===== src/rtl/core/cld_pkg.sv =====
// Shared types, constants and the key lookup for the content-length deframer.
// Depends on nothing; the top level and the cld_* submodules import it.
package cld_pkg;

  // Width of the parsed length, the body counter and the value accumulator
  localparam int LengthBits = 32;
  // Width of the limit register
  localparam int CfgBits    = 32;
  localparam int CmpBits    = (LengthBits > CfgBits) ? LengthBits : CfgBits;
  localparam int AccBits    = LengthBits + 4;

  localparam logic [CfgBits-1:0] MaxBodyReset = {CfgBits{1'b1}};

  // APB register map: one 32-bit register, index taken from paddr[2]
  localparam int ApbAddrBits = 3;
  localparam int ApbDataBits = 32;
  typedef enum logic [0:0] {
    RegMaxBodyLength = 1'b0
  } reg_idx_e;

  // Header key "Content-Length"
  localparam int KeyLen     = 14;
  localparam int KeyIdxBits = $clog2(KeyLen + 1);

  // Characters the parser looks for
  localparam logic [7:0] ChCr    = 8'h0D;
  localparam logic [7:0] ChLf    = 8'h0A;
  localparam logic [7:0] ChColon = 8'h3A;
  localparam logic [7:0] ChSpace = 8'h20;
  localparam logic [7:0] ChTab   = 8'h09;
  localparam logic [7:0] ChPlus  = 8'h2B;
  localparam logic [7:0] ChMinus = 8'h2D;
  localparam logic [7:0] Ch0     = 8'h30;
  localparam logic [7:0] Ch9     = 8'h39;

  typedef enum logic [1:0] {
    KindBody      = 2'd0,
    KindEmpty     = 2'd1,
    KindMalformed = 2'd2
  } result_kind_e;

  typedef enum logic [0:0] {
    PhHeader = 1'b0,
    PhBody   = 1'b1
  } phase_e;

  // Progress through CR LF CR LF
  typedef enum logic [1:0] {
    CrlfNone   = 2'd0,
    CrlfCr     = 2'd1,
    CrlfCrLf   = 2'd2,
    CrlfCrLfCr = 2'd3
  } crlf_e;

  typedef enum logic [1:0] {
    VpBlank  = 2'd0,
    VpSign   = 2'd1,
    VpDigits = 2'd2,
    VpDone   = 2'd3
  } value_phase_e;

  // One result as it travels from parser to output stage
  typedef struct packed {
    result_kind_e kind;
    logic [7:0]   body_byte;
    logic         last;
  } result_t;

  // Parser status seen by the top level
  typedef struct packed {
    logic in_body;
    logic remain_zero;
  } front_status_t;

  // Result queue between parser and output stage
  localparam int QDepth     = 2;
  localparam int QPtrBits   = (QDepth > 1) ? $clog2(QDepth) : 1;
  localparam int QLevelBits = $clog2(QDepth + 1);

  // Character of the key at a position below KeyLen
  function automatic logic [7:0] key_char(input logic [KeyIdxBits-1:0] idx);
    logic [7:0] ch;
    case (idx)
      4'd0:    ch = 8'h43; // C
      4'd1:    ch = 8'h6F; // o
      4'd2:    ch = 8'h6E; // n
      4'd3:    ch = 8'h74; // t
      4'd4:    ch = 8'h65; // e
      4'd5:    ch = 8'h6E; // n
      4'd6:    ch = 8'h74; // t
      4'd7:    ch = 8'h2D; // -
      4'd8:    ch = 8'h4C; // L
      4'd9:    ch = 8'h65; // e
      4'd10:   ch = 8'h6E; // n
      4'd11:   ch = 8'h67; // g
      4'd12:   ch = 8'h74; // t
      4'd13:   ch = 8'h68; // h
      default: ch = 8'h00;
    endcase
    return ch;
  endfunction

endpackage


===== src/rtl/core/cld_byte_if.sv =====
// Valid/ready channel carrying one raw stream byte per request.
// Depends on nothing.
interface cld_byte_if;
  logic       valid;
  logic       ready;
  logic [7:0] stream_byte;

  modport source (output valid, output stream_byte, input ready);
  modport sink   (input valid, input stream_byte, output ready);
endinterface


===== src/rtl/core/cld_result_if.sv =====
// Valid/ready channel carrying one deframer result per request.
// Depends on nothing.
interface cld_result_if;
  logic       valid;
  logic       ready;
  logic [1:0] result_kind;
  logic [7:0] body_byte;
  logic       last_of_frame;

  modport source (output valid, output result_kind, output body_byte,
                  output last_of_frame, input ready);
  modport sink   (input valid, input result_kind, input body_byte,
                  input last_of_frame, output ready);
endinterface


===== src/rtl/core/content_length_deframer_top.sv =====
// Content-length deframer: with a free result channel, takes one stream
// byte per cycle and returns one result per cycle; a result is registered
// first in the queue and then in the output register. Header bytes give
// no result except the line end that closes the header, which gives an
// empty-frame or malformed result, or starts the body, whose bytes then
// pass through one per cycle, while the result channel is free, with the
// last one marked. The two-entry queue lets the byte side keep going while
// the result side stalls. max_body_length is read when a header closes;
// write it only while the block is idle.
// Depends on cld_pkg, cld_byte_if, cld_result_if and the cld_* submodules.
module content_length_deframer_top (
  input  logic                             clk_i,
  input  logic                             rst_ni,
  input  logic                             psel,
  input  logic                             penable,
  input  logic                             pwrite,
  input  logic [cld_pkg::ApbAddrBits-1:0]  paddr,
  input  logic [cld_pkg::ApbDataBits-1:0]  pwdata,
  output logic [cld_pkg::ApbDataBits-1:0]  prdata,
  output logic                             pready,
  cld_byte_if.sink                         byte_in,
  cld_result_if.source                     result_out
);
  import cld_pkg::*;

  logic [CfgBits-1:0]    max_body_length;
  logic                  q_push;
  result_t               q_push_data;
  logic                  q_pop;
  result_t               q_head;
  logic                  q_head_valid;
  logic                  q_full;
  logic [QLevelBits-1:0] q_level;
  front_status_t         front_status;

  // Configuration registers
  cld_cfg_regs u_cfg (
    .clk_i             (clk_i),
    .rst_ni            (rst_ni),
    .psel              (psel),
    .penable           (penable),
    .pwrite            (pwrite),
    .paddr             (paddr),
    .pwdata            (pwdata),
    .prdata            (prdata),
    .pready            (pready),
    .max_body_length_o (max_body_length)
  );

  // Header parser and body counter
  cld_parser u_parser (
    .clk_i             (clk_i),
    .rst_ni            (rst_ni),
    .byte_in           (byte_in),
    .max_body_length_i (max_body_length),
    .q_full_i          (q_full),
    .push_o            (q_push),
    .push_data_o       (q_push_data),
    .status_o          (front_status)
  );

  // Decoupling queue
  cld_queue u_queue (
    .clk_i        (clk_i),
    .rst_ni       (rst_ni),
    .push_i       (q_push),
    .push_data_i  (q_push_data),
    .pop_i        (q_pop),
    .head_o       (q_head),
    .head_valid_o (q_head_valid),
    .full_o       (q_full),
    .level_o      (q_level)
  );

  // Output stage
  cld_emit u_emit (
    .clk_i        (clk_i),
    .rst_ni       (rst_ni),
    .head_i       (q_head),
    .head_valid_i (q_head_valid),
    .pop_o        (q_pop),
    .result_out   (result_out)
  );

`ifndef SYNTH
  // Frame results carry no byte and no last mark
  a_frame_result_clean: assert property (@(posedge clk_i) disable iff (!rst_ni)
    (result_out.valid && (result_out.result_kind != KindBody)) |->
      (!result_out.last_of_frame && (result_out.body_byte == 8'h00)))
    else $error("frame result carries body data");

  // A body in progress always has bytes left
  a_body_remaining: assert property (@(posedge clk_i) disable iff (!rst_ni)
    front_status.in_body |-> !front_status.remain_zero)
    else $error("body phase with nothing remaining");

  // The parser never pushes into a full queue
  a_no_overflow: assert property (@(posedge clk_i) disable iff (!rst_ni)
    q_push |-> (q_level != QLevelBits'(QDepth)))
    else $error("result pushed into full queue");

  // A body byte marked last ends the body phase
  a_last_ends_body: assert property (@(posedge clk_i) disable iff (!rst_ni)
    (q_push && q_push_data.last) |=> !front_status.in_body)
    else $error("body continues after last byte");
`endif

endmodule


===== src/rtl/core/cld_cfg_regs.sv =====
// APB register file of the deframer: the body length limit.
// Depends on cld_pkg.
module cld_cfg_regs (
  input  logic                             clk_i,
  input  logic                             rst_ni,
  input  logic                             psel,
  input  logic                             penable,
  input  logic                             pwrite,
  input  logic [cld_pkg::ApbAddrBits-1:0]  paddr,
  input  logic [cld_pkg::ApbDataBits-1:0]  pwdata,
  output logic [cld_pkg::ApbDataBits-1:0]  prdata,
  output logic                             pready,
  output logic [cld_pkg::CfgBits-1:0]      max_body_length_o
);
  import cld_pkg::*;

  logic [CfgBits-1:0] max_len_q;
  logic [CfgBits-1:0] max_len_d;
  reg_idx_e           reg_idx;
  logic               wr_en;

  // Decode the register index from the word address
  assign reg_idx = reg_idx_e'(paddr[2]);
  assign pready  = 1'b1;
  assign wr_en   = psel && penable && pwrite && pready;

  // Take a write in the access phase
  always_comb begin
    max_len_d = max_len_q;
    if (wr_en && reg_idx == RegMaxBodyLength) begin
      max_len_d = pwdata[CfgBits-1:0];
    end
  end

  always_ff @(posedge clk_i or negedge rst_ni) begin
    if (!rst_ni) begin
      max_len_q <= MaxBodyReset;
    end else begin
      max_len_q <= max_len_d;
    end
  end

  // Return the addressed register
  always_comb begin
    case (reg_idx)
      RegMaxBodyLength: prdata = ApbDataBits'(max_len_q);
      default:          prdata = '0;
    endcase
  end

  assign max_body_length_o = max_len_q;

endmodule


===== src/rtl/core/cld_parser.sv =====
// Front end of the deframer: takes stream bytes, parses the header block and
// emits body bytes or frame results towards the queue. Depends on cld_pkg.
module cld_parser (
  input  logic                         clk_i,
  input  logic                         rst_ni,
  cld_byte_if.sink                     byte_in,
  input  logic [cld_pkg::CfgBits-1:0]  max_body_length_i,
  input  logic                         q_full_i,
  output logic                         push_o,
  output cld_pkg::result_t             push_data_o,
  output cld_pkg::front_status_t       status_o
);
  import cld_pkg::*;

  phase_e                  phase_q, phase_d;
  crlf_e                   crlf_q, crlf_d;
  logic [KeyIdxBits-1:0]   key_idx_q, key_idx_d;
  logic                    key_mis_q, key_mis_d;
  logic                    colon_q, colon_d;
  value_phase_e            vphase_q, vphase_d;
  logic [LengthBits-1:0]   acc_q, acc_d;
  logic                    dig_q, dig_d;
  logic                    neg_q, neg_d;
  logic                    ovf_q, ovf_d;
  logic                    len_valid_q, len_valid_d;
  logic [LengthBits-1:0]   len_q, len_d;
  logic [LengthBits-1:0]   remain_q, remain_d;

  logic                    accept;
  logic [7:0]              b;
  logic                    is_digit;
  logic                    is_blank;
  logic                    is_sign;
  logic [AccBits-1:0]      acc_next;
  logic                    acc_ovf;
  logic                    value_ok;
  logic [LengthBits-1:0]   remain_dec;

  // Stall only when the queue cannot take a result
  assign byte_in.ready = !q_full_i;
  assign accept        = byte_in.valid && byte_in.ready;
  assign b             = byte_in.stream_byte;

  // Classify the byte
  assign is_digit = (b >= Ch0) && (b <= Ch9);
  assign is_blank = (b == ChSpace) || (b == ChTab);
  assign is_sign  = (b == ChPlus) || (b == ChMinus);

  // Accumulate acc * 10 + digit; the low nibble of an ASCII digit is its value
  assign acc_next = {1'b0, acc_q, 3'b000} + {3'b000, acc_q, 1'b0} + AccBits'(b[3:0]);
  assign acc_ovf  = |acc_next[AccBits-1:LengthBits];
  assign value_ok = dig_q && !ovf_q && !(neg_q && (acc_q != '0));

  assign remain_dec = remain_q - LengthBits'(1);

  // Next state and pushed result
  always_comb begin
    logic                  lv_fin;
    logic [LengthBits-1:0] len_fin;
    lv_fin      = len_valid_q;
    len_fin     = len_q;
    phase_d     = phase_q;
    crlf_d      = crlf_q;
    key_idx_d   = key_idx_q;
    key_mis_d   = key_mis_q;
    colon_d     = colon_q;
    vphase_d    = vphase_q;
    acc_d       = acc_q;
    dig_d       = dig_q;
    neg_d       = neg_q;
    ovf_d       = ovf_q;
    len_valid_d = len_valid_q;
    len_d       = len_q;
    remain_d    = remain_q;
    push_o      = 1'b0;
    push_data_o = '{kind: KindBody, body_byte: 8'h00, last: 1'b0};

    if (accept) begin
      if (phase_q == PhBody) begin
        // Pass a body byte, mark the last one
        remain_d              = remain_dec;
        push_o                = 1'b1;
        push_data_o.body_byte = b;
        push_data_o.last      = (remain_dec == '0);
        if (remain_dec == '0) begin
          phase_d = PhHeader;
          crlf_d  = CrlfNone;
        end
      end else if (b == ChLf && (crlf_q == CrlfCr || crlf_q == CrlfCrLfCr)) begin
        // Finish the line; a matching key replaces the latched length
        if (colon_q && !key_mis_q) begin
          lv_fin  = value_ok;
          len_fin = value_ok ? acc_q : '0;
        end
        key_idx_d = '0;
        key_mis_d = 1'b0;
        colon_d   = 1'b0;
        vphase_d  = VpBlank;
        acc_d     = '0;
        dig_d     = 1'b0;
        neg_d     = 1'b0;
        ovf_d     = 1'b0;
        if (crlf_q == CrlfCr) begin
          crlf_d      = CrlfCrLf;
          len_valid_d = lv_fin;
          len_d       = len_fin;
        end else begin
          // Header closed: check the length and start the body or report
          crlf_d      = CrlfNone;
          len_valid_d = 1'b0;
          len_d       = '0;
          push_o      = 1'b1;
          if (!lv_fin || (CmpBits'(len_fin) > CmpBits'(max_body_length_i))) begin
            push_data_o.kind = KindMalformed;
          end else if (len_fin == '0) begin
            push_data_o.kind = KindEmpty;
          end else begin
            push_o   = 1'b0;
            phase_d  = PhBody;
            remain_d = len_fin;
          end
        end
      end else begin
        // Track CR LF CR LF
        if (b == ChCr) begin
          crlf_d = (crlf_q == CrlfCrLf) ? CrlfCrLfCr : CrlfCr;
        end else begin
          crlf_d = CrlfNone;
        end
        // Feed the line parser
        if (!colon_q) begin
          if (b == ChColon) begin
            colon_d = 1'b1;
            if (key_idx_q != KeyIdxBits'(KeyLen)) begin
              key_mis_d = 1'b1;
            end
          end else if (!key_mis_q && (key_idx_q < KeyIdxBits'(KeyLen)) &&
                       (b == key_char(key_idx_q))) begin
            key_idx_d = key_idx_q + KeyIdxBits'(1);
          end else begin
            key_mis_d = 1'b1;
          end
        end else if (!key_mis_q && vphase_q != VpDone) begin
          if (is_digit) begin
            if (!ovf_q) begin
              if (acc_ovf) begin
                ovf_d = 1'b1;
              end else begin
                acc_d = acc_next[LengthBits-1:0];
              end
            end
            dig_d    = 1'b1;
            vphase_d = VpDigits;
          end else if (vphase_q == VpBlank && is_blank) begin
            vphase_d = VpBlank;
          end else if (vphase_q == VpBlank && is_sign) begin
            neg_d    = (b == ChMinus);
            vphase_d = VpSign;
          end else begin
            vphase_d = VpDone;
          end
        end
      end
    end
  end

  always_ff @(posedge clk_i or negedge rst_ni) begin
    if (!rst_ni) begin
      phase_q     <= PhHeader;
      crlf_q      <= CrlfNone;
      key_idx_q   <= '0;
      key_mis_q   <= 1'b0;
      colon_q     <= 1'b0;
      vphase_q    <= VpBlank;
      acc_q       <= '0;
      dig_q       <= 1'b0;
      neg_q       <= 1'b0;
      ovf_q       <= 1'b0;
      len_valid_q <= 1'b0;
      len_q       <= '0;
      remain_q    <= '0;
    end else begin
      phase_q     <= phase_d;
      crlf_q      <= crlf_d;
      key_idx_q   <= key_idx_d;
      key_mis_q   <= key_mis_d;
      colon_q     <= colon_d;
      vphase_q    <= vphase_d;
      acc_q       <= acc_d;
      dig_q       <= dig_d;
      neg_q       <= neg_d;
      ovf_q       <= ovf_d;
      len_valid_q <= len_valid_d;
      len_q       <= len_d;
      remain_q    <= remain_d;
    end
  end

  assign status_o.in_body     = (phase_q == PhBody);
  assign status_o.remain_zero = (remain_q == '0);

endmodule


===== src/rtl/core/cld_queue.sv =====
// Short result queue between the parser and the output stage.
// Depends on cld_pkg.
module cld_queue (
  input  logic                               clk_i,
  input  logic                               rst_ni,
  input  logic                               push_i,
  input  cld_pkg::result_t                   push_data_i,
  input  logic                               pop_i,
  output cld_pkg::result_t                   head_o,
  output logic                               head_valid_o,
  output logic                               full_o,
  output logic [cld_pkg::QLevelBits-1:0]     level_o
);
  import cld_pkg::*;

  result_t               entry_q [QDepth];
  logic [QPtrBits-1:0]   wr_ptr_q, wr_ptr_d;
  logic [QPtrBits-1:0]   rd_ptr_q, rd_ptr_d;
  logic [QLevelBits-1:0] level_q, level_d;
  logic                  do_push;
  logic                  do_pop;

  assign head_valid_o = (level_q != '0);
  assign full_o       = (level_q == QLevelBits'(QDepth));
  assign do_push      = push_i && !full_o;
  assign do_pop       = pop_i && head_valid_o;
  assign head_o       = entry_q[rd_ptr_q];
  assign level_o      = level_q;

  // Advance pointers and fill level
  always_comb begin
    wr_ptr_d = wr_ptr_q;
    rd_ptr_d = rd_ptr_q;
    level_d  = level_q;
    if (do_push) begin
      wr_ptr_d = (wr_ptr_q == QPtrBits'(QDepth - 1)) ? '0 : wr_ptr_q + QPtrBits'(1);
    end
    if (do_pop) begin
      rd_ptr_d = (rd_ptr_q == QPtrBits'(QDepth - 1)) ? '0 : rd_ptr_q + QPtrBits'(1);
    end
    if (do_push && !do_pop) begin
      level_d = level_q + QLevelBits'(1);
    end else if (do_pop && !do_push) begin
      level_d = level_q - QLevelBits'(1);
    end
  end

  always_ff @(posedge clk_i or negedge rst_ni) begin
    if (!rst_ni) begin
      wr_ptr_q <= '0;
      rd_ptr_q <= '0;
      level_q  <= '0;
    end else begin
      wr_ptr_q <= wr_ptr_d;
      rd_ptr_q <= rd_ptr_d;
      level_q  <= level_d;
    end
  end

  // Store the pushed result
  always_ff @(posedge clk_i) begin
    if (do_push) begin
      entry_q[wr_ptr_q] <= push_data_i;
    end
  end

endmodule


===== src/rtl/core/cld_emit.sv =====
// Back end of the deframer: pulls results from the queue into the output
// register and presents them on the result channel. Depends on cld_pkg.
module cld_emit (
  input  logic              clk_i,
  input  logic              rst_ni,
  input  cld_pkg::result_t  head_i,
  input  logic              head_valid_i,
  output logic              pop_o,
  cld_result_if.source      result_out
);
  import cld_pkg::*;

  logic    out_valid_q, out_valid_d;
  result_t out_data_q;
  logic    load;

  // Load when the register is empty or being taken
  assign load  = head_valid_i && (!out_valid_q || result_out.ready);
  assign pop_o = load;

  always_comb begin
    out_valid_d = out_valid_q;
    if (load) begin
      out_valid_d = 1'b1;
    end else if (result_out.ready) begin
      out_valid_d = 1'b0;
    end
  end

  always_ff @(posedge clk_i or negedge rst_ni) begin
    if (!rst_ni) begin
      out_valid_q <= 1'b0;
    end else begin
      out_valid_q <= out_valid_d;
    end
  end

  // Hold the payload until taken
  always_ff @(posedge clk_i) begin
    if (load) begin
      out_data_q <= head_i;
    end
  end

  assign result_out.valid         = out_valid_q;
  assign result_out.result_kind   = out_data_q.kind;
  assign result_out.body_byte     = out_data_q.body_byte;
  assign result_out.last_of_frame = out_data_q.last;

endmodule

===== src/flat_wrapper.sv =====
// flat-port wrapper written by rule: the top's interface ports become plain ports
module content_length_deframer_top_flat import cld_pkg::*;
  (clk_i, rst_ni, psel, penable, pwrite, paddr, pwdata, prdata, pready, byte_in_valid, byte_in_stream_byte, byte_in_ready, result_out_valid, result_out_result_kind, result_out_body_byte, result_out_last_of_frame, result_out_ready);
  cld_byte_if byte_in_i ();
  cld_result_if result_out_i ();
  input  logic clk_i;
  input  logic rst_ni;
  input  logic psel;
  input  logic penable;
  input  logic pwrite;
  input  logic [cld_pkg::ApbAddrBits-1:0] paddr;
  input  logic [cld_pkg::ApbDataBits-1:0] pwdata;
  output logic [cld_pkg::ApbDataBits-1:0] prdata;
  output logic pready;
  input wire logic [$bits(byte_in_i.valid)-1:0] byte_in_valid;
  input wire logic [$bits(byte_in_i.stream_byte)-1:0] byte_in_stream_byte;
  output wire logic [$bits(byte_in_i.ready)-1:0] byte_in_ready;
  output wire logic [$bits(result_out_i.valid)-1:0] result_out_valid;
  output wire logic [$bits(result_out_i.result_kind)-1:0] result_out_result_kind;
  output wire logic [$bits(result_out_i.body_byte)-1:0] result_out_body_byte;
  output wire logic [$bits(result_out_i.last_of_frame)-1:0] result_out_last_of_frame;
  input wire logic [$bits(result_out_i.ready)-1:0] result_out_ready;
  assign byte_in_i.valid = byte_in_valid;
  assign byte_in_i.stream_byte = byte_in_stream_byte;
  assign byte_in_ready = byte_in_i.ready;
  assign result_out_valid = result_out_i.valid;
  assign result_out_result_kind = result_out_i.result_kind;
  assign result_out_body_byte = result_out_i.body_byte;
  assign result_out_last_of_frame = result_out_i.last_of_frame;
  assign result_out_i.ready = result_out_ready;
  content_length_deframer_top u_core (.clk_i(clk_i), .rst_ni(rst_ni), .psel(psel), .penable(penable), .pwrite(pwrite), .paddr(paddr), .pwdata(pwdata), .prdata(prdata), .pready(pready), .byte_in(byte_in_i), .result_out(result_out_i));
endmodule

===== config.mk =====
export PLATFORM = sky130hd
export DESIGN_NAME = content_length_deframer_top_flat
export DESIGN_NICKNAME = d
export VERILOG_FILES = /design/src/rtl/core/cld_pkg.sv /design/src/rtl/core/cld_byte_if.sv /design/src/rtl/core/cld_result_if.sv /design/src/rtl/core/content_length_deframer_top.sv /design/src/rtl/core/cld_cfg_regs.sv /design/src/rtl/core/cld_parser.sv /design/src/rtl/core/cld_queue.sv /design/src/rtl/core/cld_emit.sv /design/src/flat_wrapper.sv
export SDC_FILE = /design/constraint.sdc
export NUM_CORES = 1
export LEC_CHECK = 0
export BUFFER_PORTS_ARGS = -buffer_cell sky130_fd_sc_hd__buf_2
export CAP_MARGIN = 20
export CORE_MARGIN = 2
export CORE_UTILIZATION = 55
export DETAILED_ROUTE_END_ITERATION = 6
export GPL_TIMING_DRIVEN = 1
export PLACE_DENSITY_LB_ADDON = 0.05
export SYNTH_ARGS = -nofsm -noshare
export SYNTH_HDL_FRONTEND = slang
export SYNTH_SLANG_ARGS = --single-unit

===== constraint.sdc =====
create_clock -name clk_i -period 4.9 [get_ports clk_i]
set_clock_uncertainty 0.05 [all_clocks]
set_input_delay 0 -clock clk_i [delete_from_list [all_inputs] [get_ports clk_i]]
set_output_delay 0 -clock clk_i [all_outputs]
set_load 0.005 [all_outputs]

==> run metrics, run 1 <==
CTS tree=built; worst hold path endpoint=u_core.u_queue.entry_q[0][3]$_DFFE_PP_; number of flops mapped to enable cells by yosys=33; Initial Util=55.6%; n_diodes=0; Max FO, Critical Path=36; Compound-Gate Fraction of Synth Area=between 20% and 30%; Final Critical Period=4.69 ns; most common cell after layout, fill and taps aside=dfrtp_1; synth unique cells=82; FILL cells=~1900; unrepaired setup endpoints after global routing=no; Startpoint Class=flip-flop; CP endpoint kind=flip-flop; multiplexer share of the synthesized area=between 4 and 5%; DRC Markers=0; Post-Route WL=approximately 34000 um; FF+latch count, synth=around 180; actual slew at the worst max-slew pin=0.973 ns; post-synthesis simple-gate area fraction=between 10% and 20%; Leak=6.75 nW; P per Cell Area=334 mW/mm2; CP arrival=around 5 ns; RR Startpoint=u_core.u_parser.acc_q[23]$_DFFE_PN0P_; Clk Latency, worst-skew pair=~0.45 ns; Final Cycle Share=~96%; Max Cap Violations=0; most frequent cells in the layout=dfrtp_1, inv_1, ha_1, nand2_1, buf_2; WL per Instance=about 20 um; Async S/R FF share, synth=between 80% and 90%; syn avg cell area=9.39 um2; Final setup viols=0; die height=155 um; First-pass DRT Iterations=5; # port buffers=92; worst vdd ir=260 uV; Fin Setup TNS=0 ns; first-pass GRT wire length=~54000 um; sequential area share after synthesis=between 30% and 40%; Reg-to-Reg End=u_core.u_queue.level_o[1]$_DFFE_PN0P_; clk sink count=181; Hold Path Class=in -> reg; Post-Syn Area=about 0.012 mm2; WP data required=around 5.2 ns; DR vias=approximately 11000; min-delay src=byte_in_stream_byte[2]; GRT overflow=0; share of cells above drive strength 1=between 20% and 30%; Placed Instances=between 1500 and 2000; Die Wd=around 150 um; post-route ant nets=0; number of global-route vias before repair=10400; top_reg_cell synth=dfrtp_1; top-area cell type share of the netlist area=between 20% and 30%; CTS buffer count=17; largest net degree at the start of global routing=102; main combinational cell family by area after synthesis=compound AO/OA/AOI/OAI gates; highest clock rate=roughly 210 MHz; fin cells=between 1500 and 2000; Register-to-Register Path Depth=19; DP Wirelength=24700 um; Pins Over Slew Limit=0; synth top area cells=dfrtp_1, ha_1, edfxtp_1; area delta synth->final=15.4%; gr usage total=between 20% and 30%; top cell type by total area after synthesis=dfrtp_1; status=completed; Placeable Area=between 0.02 and 0.025 mm2; die area=~0.024 mm2; root cell of the clock tree=clkbuf_16; Mapped Cells=1329; adder-cell share of the synthesized area=between 10% and 20%; hold depth=2; DRT iter0 DRCs=762; antenna violations before repair=0; num rows=55; synth warn=0; CTS Buffer Depth=2; Final #Nets=1606; Synth Area in XOR/XNOR=2.95%; via/cell ratio=around 6.2; reg2reg setup slack=~0.21 ns; Final GP Congestion=just over 0.9; Clk pin slew, worst setup/hold paths=approximately 0.08 ns; I/O pins=96; CTS HTree Levels=4; Final Hold Violating Endpoints=0; Setup CP Type=reg -> reg; Max-slew headroom=around a third; Post-Syn Nets=between 1000 and 1500
## flip-flops by register name, summed over array words and instances, names as in the netlist, 2 cells and up
signal                                cells
u_core.u_cfg.max_body_length_o           32
u_core.u_parser.acc_q                    32
u_core.u_parser.len_q                    32
u_core.u_parser.remain_q                 32
u_core.u_queue.entry_q                   22
u_core.u_emit.result_out.body_byte        8
u_core.u_parser.key_idx_q                 4
u_core.u_emit.result_out.result_kind      2
u_core.u_parser.crlf_q                    2
u_core.u_parser.vphase_q                  2
u_core.u_queue.level_o                    2
## how the worst max path moves through the flow
stage | from | to | slack [ns] | depth (start not counted)
6_report | u_core.u_parser.acc_q[23]$_DFFE_PN0P_ | u_core.u_queue.level_o[1]$_DFFE_PN0P_ | 0.21 | 19
5_1_grt | u_core.u_parser.acc_q[24]$_DFFE_PN0P_ | u_core.u_queue.level_o[1]$_DFFE_PN0P_ | 0.03 | 19
4_1_cts | u_core.u_parser.acc_q[23]$_DFFE_PN0P_ | u_core.u_queue.level_o[1]$_DFFE_PN0P_ | 0.07 | 18
3_5_place_dp | u_core.u_parser.acc_q[23]$_DFFE_PN0P_ | u_core.u_queue.level_o[1]$_DFFE_PN0P_ | 0.13 | 19
3_3_place_gp | u_core.u_parser.acc_q[23]$_DFFE_PN0P_ | u_core.u_queue.level_o[1]$_DFFE_PN0P_ | 0.22 | 19
2_1_floorplan | u_core.u_parser.acc_q[31]$_DFFE_PN0P_ | u_core.u_queue.entry_q[0][0]$_DFFE_PP_ | 0.45 | 16
## critical path: stages, from the launching register on
cell	delay, ns
dfrtp_1	0.44
nor4_2	0.37
nand4_1	0.23
o21ai_0	0.22
and4_1	0.27
buf_12	0.21
a22oi_1	0.15
inv_1	0.11
ha_1	0.26
a21oi_1	0.16
o21ai_0	0.13
a221oi_2	0.32
o2111ai_1	0.14
o31a_1	0.38
a211oi_1	0.26
o31ai_1	0.11
buf_4	0.19
ha_1	0.32
nor2_1	0.13
xor2_1	0.14
## report_power, final
group / internal (mW) / switching (mW) / total, mW
combinational: 0.560 / 0.725 / 1.28
sequential: 1.87 / 0.240 / 2.11
clock: 0.742 / 0.679 / 1.42
total: 3.17 / 1.64 / 4.81
## repair_timing
| item | in CTS | in global routing |
|---|---|---|
| setup buffers | 0 | 2 |
| hold buffers | 43 | 0 |
| setup endpoints to repair | 0 | 23 |
| gates resized for setup | 0 | 4 |
| hold endpoints to repair | 126 | 0 |
## synth_stat cells, types with 8 or more instances
master    count
dfrtp_1     116
inv_1       106
ha_1        103
nand2_1      99
nor2_1       89
o21ai_0      77
a21oi_1      70
mux2_2       46
clkbuf_1     43
nor4_1       37
a22o_1       34
edfxtp_1     33
dfstp_2      32
nand4_1      30
o22ai_2      30
xnor2_1      28
a22oi_1      26
nor3_1       26
nand3_1      25
buf_2        21
and3_1       18
a21o_1       16
a211oi_1     15
xor2_1       14
nor2b_1      13
o22ai_1      13
a31oi_1      11
o211ai_1     10
mux2i_1       9
and2_1        8
## kinds of logic after synthesis
logic type,Yosys count
xor gates and xnor gates,42
other,1
DFF,181
AOI/OAI and AO/OA,372
and+or+nand+nor,395
muxes,55
adders and majority gates,105
buffers and inverters,178
## layout make-up
cell class | count | area, um2 | share of cell area [%]
clock buffers | 17 | 425 | 2.95
clock inverters | 15 | 188 | 1.30
inverters | 106 | 398 | 2.76
multi-input cells | 970 | 7070 | 49.1
flip-flops and latches | 181 | 4730 | 32.9
well taps | 285 | 357 | 2.48
repair buffers | 175 | 1230 | 8.57
## layer usage
layer	vias to the layer above	GRT usage [%]	routed length, um
li1	5172	-	-
met1	5249	39.1	15500
met2	285	46.0	15900
met3	61	4.65	1590
met4	0	10.6	1080
met5	-	0	0
## per-stage QoR
step | worst slack [ns] | instance area, um2 | hold WS (ns) | utilization, % | power, mW
after floorplan | 0.446 | 12500 | -0.346 | - | 2.95
after global placement | 0.221 | 13300 | 0.137 | 59.3 | 3.34
after detailed placement | 0.128 | 13300 | 0.137 | 59.3 | 3.37
after CTS | 0.0738 | 14400 | 0.0238 | 64.0 | 4.82
after global routing | 0.0347 | 14400 | 0.0292 | 64.2 | 5.06
final | 0.212 | 14400 | 0.0382 | 64.2 | 4.81
No activity file was read; power rests on OpenSTA's default activity.
==> inputs of run 2 (changes only) <==
--- a/config.mk
+++ b/config.mk
@@ -14,4 +14,5 @@
 export PLACE_DENSITY_LB_ADDON = 0.05
 export SYNTH_ARGS = -nofsm -noshare
 export SYNTH_HDL_FRONTEND = slang
+export SYNTH_HIERARCHICAL = 1
 export SYNTH_SLANG_ARGS = --single-unit
==> run metrics, run 2 <==
largest net degree at the start of global routing=103 (+0.98%); root cell of the clock tree=clkbuf_16; Final Hold Violating Endpoints=0 (unchanged); actual slew at the worst max-slew pin=0.989 ns (+0.0154 ns); DRC Markers=6 (+6); unrepaired setup endpoints after global routing=no; combinational share of power=23.5% (-3.2 points); Final Cycle Share=92.5% (-3.1 points); Setup CP Type=reg -> reg; n_diodes=0 (unchanged); CTS HTree Levels=4 (unchanged); failing checks=DRC; share of cells above drive strength 1=21.0% (+0.26 points); internal power=3.01 mW (-4.9%); DRT iter0 DRCs=1016 (+33%); Leak=7.32 nW (+8.5%); die height=158 um (+2.4%); GRT overflow=0 (unchanged); post-route ant nets=0 (unchanged); Max-slew headroom=34.1% (-0.99 points); CTS Buffer Depth=2 (unchanged); syn avg cell area=9.60 um2 (+2.2%); area of the multi-input gates=0.00773 mm2 (+9.3%); DR vias=10900 (+1.2%); # port buffers=92 (unchanged); most common cell after layout, fill and taps aside=nand2_1; Mapped Cells=1364 (+2.6%); setup ws final=0.367 ns (+0.154 ns); DP Wirelength=25700 um (+4.0%); Placed Instances=1764 (+5.6%); Post-Syn Nets=1519 (+2.4%); CTS buffer count=17 (unchanged); Pins Over Slew Limit=0 (unchanged); Fin Setup TNS=0 ns (unchanged); CTS tree=built; post-place setup slack=0.195 ns (+0.0674 ns); CP arrival=4.85 ns (-0.16 ns); Initial Util=55.9% (+0.32 points); Die Wd=158 um (+2.4%); Clk Latency, worst-skew pair=0.44 ns (about the same); Max FO, Critical Path=21 (-42%); fin cells=1841 (+5.3%); First-pass DRT Iterations=7 (+2); Startpoint Class=flip-flop; Post-Syn Area=0.0131 mm2 (+4.9%); P_sw=1.42 mW (-14%); antenna violations before repair=2 (+2); highest clock rate=221 MHz (+3.4%); gr usage total=28.8% (+0.20 points); most frequent cells in the layout=nand2_1, dfrtp_1, ha_1, buf_2; FILL cells=1984 (+6.1%); number of global-route vias before repair=10300 (-0.58%); WP data required=5.21 ns (about the same); Final GP Congestion=0.962 (+4.9%); Placeable Area=0.0234 mm2 (+4.3%); Flop pwr share=45.1% (+1.3 points); Sw Ratio=32.0% (-2.1 points); clk sink count=181 (unchanged); I/O pins=96 (unchanged); area delta synth->final=15.7%; Clk pin slew, worst setup/hold paths=0.08 ns (about the same); worst vdd ir=278 uV (+6.8%); register area=0.00473 mm2 (unchanged); Final setup viols=0 (unchanged); die area=0.0251 mm2 (+4.8%); Overall Power=4.43 mW (-7.9%); Hold Path Class=in -> reg; num rows=56 (+1.8%); WHS=0.00909 ns (-0.0291 ns); P per Cell Area=293 mW/mm2 (-12%); status=finished with violations; Post-Route WL=35200 um (+3.2%); WL per Instance=19.1 um (-1.9%); clock power share=31.3% (+1.8 points); CP endpoint kind=flip-flop; synth warn=6 (+6); first-pass GRT wire length=55600 um (+2.5%); via/cell ratio=5.92 (-3.8%); Final #Nets=1664 (+3.6%); Max Cap Violations=0 (unchanged); Final Critical Period=4.53 ns (-0.154 ns)
==> run 2: final timing paths <==
check	endpoint	start	cells after the start	slack (ns)
worst max-delay path	u_core/u_queue/level_o[1]$_DFFE_PN0P_	u_core/u_parser/acc_q[14]$_DFFE_PN0P_	23	0.37
worst min-delay path	u_core/u_queue/entry_q[0][1]$_DFFE_PP_	byte_in_stream_byte[0]	2	0.009
worst max register to register	u_core/u_queue/level_o[1]$_DFFE_PN0P_	u_core/u_parser/acc_q[14]$_DFFE_PN0P_	23	0.37
worst min register to register	u_core/u_parser/dig_q$_DFFE_PN0P_	u_core/u_parser/dig_q$_DFFE_PN0P_	2	0.43
max in group asynchronous	u_core/u_parser/len_q[9]$_DFFE_PN0P_	rst_ni	3	3.43
min in group asynchronous	u_core/u_parser/remain_q[9]$_DFFE_PN0P_	rst_ni	2	0.18
==> run 2: power groups by stage <==
stage          sequential, mW  combinational [mW]  clock [mW]
4_1_cts                  2.00                1.04        1.41
6_report                 2.00                1.04        1.39
3_3_place_gp             2.02               0.986           0
5_1_grt                  2.04                1.15        1.47
2_1_floorplan            1.95               0.774           0
3_5_place_dp             2.03                1.01           0
==> run 2: layout make-up <==
| cell class | count | area share (%) |
|---|---|---|
| clock buffer | 17 | 2.81 |
| clock inverter | 15 | 1.17 |
| inverter | 79 | 1.96 |
| multi-input combinational | 1032 | 51.0 |
| sequential | 181 | 31.3 |
| tap | 319 | 2.64 |
| timing repair buffer | 198 | 9.11 |
==> run 2: critical path: stages, from the launching register on <==
cell,delay [ns]
dfrtp_1,0.38
nor4_1,0.28
buf_4,0.17
nand4_1,0.19
o21ai_2,0.23
and2_4,0.18
buf_12,0.15
buf_4,0.18
a22oi_1,0.12
inv_1,0.13
ha_1,0.25
a211o_1,0.31
nor2_1,0.09
nand3_1,0.10
a2111oi_2,0.36
buf_4,0.19
nor2_1,0.06
a21oi_1,0.16
o41ai_2,0.09
nand2_2,0.12
inv_1,0.05
ha_1,0.32
nor2_1,0.14
xor2_1,0.15
==> run 2: through the flow <==
| step | util (%) | cell area, um2 |
|---|---|---|
| 2_1_floorplan | - | 13100 |
| 5_1_grt | 64.7 | 15100 |
| 6_report | 64.7 | 15100 |
| 3_3_place_gp | 60.1 | 14100 |
| 4_1_cts | 64.5 | 15100 |
| 3_5_place_dp | 60.1 | 14100 |
==> run 2: metal layers <==
metal  vias up  GRT usage (%)  part of all wire (%)
met3        34           4.60                   4.6
met4         4           6.91                   1.6
met5         -              0                 0.082
met1      5309           40.9                    47
li1       5274              -                     -
met2       279           46.3                    47
==> run 2: repair_timing <==
action,4_1_cts,5_1_grt
resized for setup,0,9
hold endpoints to repair,148,0
hold buffers,42,0
buffers inserted,0,2
endpoints found under the setup margin,0,24
==> inputs of run 3 (changes only) <==
--- a/config.mk
+++ b/config.mk
@@ -5,11 +5,12 @@
 export SDC_FILE = /design/constraint.sdc
 export NUM_CORES = 1
 export LEC_CHECK = 0
-export BUFFER_PORTS_ARGS = -buffer_cell sky130_fd_sc_hd__buf_2
 export CAP_MARGIN = 20
-export CORE_MARGIN = 2
+export CORE_MARGIN = 4
 export CORE_UTILIZATION = 55
+export CTS_BUF_LIST = sky130_fd_sc_hd__clkbuf_8
 export DETAILED_ROUTE_END_ITERATION = 6
+export DONT_BUFFER_PORTS = 1
 export GPL_TIMING_DRIVEN = 1
 export PLACE_DENSITY_LB_ADDON = 0.05
 export SYNTH_ARGS = -nofsm -noshare
==> run metrics, run 3 (synthesis gave the netlist of run 2 again) <==
status=finished with violations; failing checks=hold timing; Max FO, Critical Path=6 (-71%); met2 GRT Util=42.8% (-3.5 points); Placeable Area=0.0235 mm2 (+0.30%); Final GP Congestion=0.929 (-3.4%); die area=0.0263 mm2 (+5.1%); CTS tree=built; most used routing layer=met2; CTS Buffer Depth=2 (unchanged); P per Cell Area=270 mW/mm2 (-7.7%); FILL cells=1988 (+0.20%); first-pass GRT wire length=55300 um (-0.61%); gr usage total=26.3% (-2.4 points); most frequent cells in the layout=nand2_1, dfrtp_1, ha_1, buf_4, inv_1; Fin Setup TNS=0 ns (unchanged); DR vias=10800 (-1.2%); CP endpoint kind=flip-flop; clk sink count=181 (unchanged); # port buffers=0 (-100%); post-route ant nets=0 (unchanged); register area=0.00473 mm2 (unchanged); highest clock rate=212 MHz (-4.1%); Overall Power=4.05 mW (-8.7%); Leak=7.12 nW (-2.8%); Final Hold Violating Endpoints=2 (+2); actual slew at the worst max-slew pin=0.887 ns (-0.101 ns); CTS buffer count=17 (unchanged); share of cells above drive strength 1=18.5% (-2.5 points); largest net degree at the start of global routing=149 (+45%); via/cell ratio=5.99 (+1.2%); WL per Instance=19.4 um (+1.7%); met3 Use GR=4.01% (-0.59 points); Max Cap Violations=0 (unchanged); I/O pins=96 (unchanged); CP arrival=5.09 ns (+0.24 ns); DRC Markers=0 (-6); Final #Nets=1621 (-2.6%); Slowest-stage cell, CP=dfrtp_1; root cell of the clock tree=clkbuf_8; reg2reg setup slack=0.17 ns (-0.19 ns); CP Depth=25 (+8.7%); most common cell after layout, fill and taps aside=nand2_1; die height=162 um (+2.5%); antenna violations before repair=1 (-1); Final setup viols=0 (unchanged); Final Critical Period=4.73 ns (+0.194 ns); slowest cell delay on critical path=0.40 ns (+0.02 ns); area of the multi-input gates=0.00774 mm2 (+0.19%); DP Wirelength=25500 um (-0.98%); DRT iter0 DRCs=953 (-6.2%); num rows=56 (unchanged); Die Wd=162 um (+2.5%); worst setup path end=u_core/u_queue/level_o[1]$_DFFE_PN0P_; n_diodes=0 (unchanged); Buf/Inv on CP=6 (unchanged); worst vdd ir=214 uV (-23%); First-pass DRT Iterations=7 (unchanged); Post-Route WL=35000 um (-0.68%); CTS HTree Levels=4 (unchanged); GRT overflow=0 (unchanged); Crit. Startpoint=u_core/u_parser/acc_q[17]$_DFFE_PN0P_; WP data required=5.26 ns (+0.05 ns); Setup CP Type=reg -> reg; area delta synth->final=14.4%; family with the most delay on the worst path=compound AO/OA/AOI/OAI gates; WHS=-0.00928 ns (-0.0184 ns); Most common cell on crit path=buf_4; Final Cycle Share=96.5% (+4.0 points); Max-slew headroom=40.8% (+6.7 points); grt met1 use=36.4% (-4.5 points); Clk pin slew, worst setup/hold paths=0.12 ns (+0.04 ns); Startpoint Class=flip-flop; Register-to-Register Path Depth=25 (+8.7%); number of global-route vias before repair=10400 (+1.2%); Initial Util=55.8% (-0.17 points); Pins Over Slew Limit=0 (unchanged); Clk Latency, worst-skew pair=0.49 ns (+0.05 ns); Hold Path Class=in -> async; RR Startpoint=u_core/u_parser/acc_q[17]$_DFFE_PN0P_; Reg-to-Reg End=u_core/u_queue/level_o[1]$_DFFE_PN0P_
==> run 3: worst min path at each step <==
stage,from,endpoint,slack (ns),depth (start not counted)
finish,rst_ni,u_core/u_parser/remain_q[10]$_DFFE_PN0P_,-0.009,2
global route,byte_in_valid,u_core/u_queue/entry_q[0][8]$_DFFE_PP_,0.04,2
detailed placement,rst_ni,u_core/u_parser/remain_q[10]$_DFFE_PN0P_,-0.34,0
floorplan,rst_ni,u_core/u_emit/result_out.valid$_DFFE_PN0P_,-0.35,0
CTS,byte_in_stream_byte[6],u_core/u_parser/key_mis_q$_DFFE_PN0P_,0.02,6
global placement,rst_ni,u_core/u_parser/remain_q[10]$_DFFE_PN0P_,-0.34,0
==> run 3: layer usage <==
| metal | part of all wire [%] | up-vias |
|---|---|---|
| li1 | - | 5193 |
| met1 | 46 | 5246 |
| met2 | 47 | 278 |
| met3 | 4.7 | 55 |
| met4 | 2.4 | 2 |
| met5 | 0.020 | - |
==> run 3: metrics by stage <==
stage | util (%) | instance area (um2) | cells | worst slack (ns)
floorplan | - | 13100 | 1364 | 0.551
detailed placement | 59.1 | 13900 | 1707 | -0.0287
global placement | 59.1 | 13900 | 1707 | 0.0119
global route | 63.8 | 15000 | 1798 | -0.0555
CTS | 63.2 | 14800 | 1789 | 0.00181
finish | 63.8 | 15000 | 1798 | 0.172
==> run 3: final cells by class <==
class	instances	area share [%]
Sequential cell	181	31.6
Timing Repair Buffer	155	9.14
Inverter	79	1.98
Tap cell	319	2.67
Multi-Input combinational cell	1032	51.7
Clock buffer	17	1.56
Clock inverter	15	1.34
==> run 3: power breakdown <==
group / switching, mW / total (mW) / internal [mW]
combinational: 0.498 / 0.953 / 0.456
clock: 0.679 / 1.08 / 0.403
sequential: 0.190 / 2.01 / 1.82
total: 1.37 / 4.05 / 2.68
==> run 3: what timing repair did <==
item,CTS,global route
endpoints found under the hold margin,249,0
resized for setup,1,13
pin swaps,0,6
endpoints found under the setup margin,11,24
setup buffers,0,6
hold buffers,50,0
gates cloned,0,1
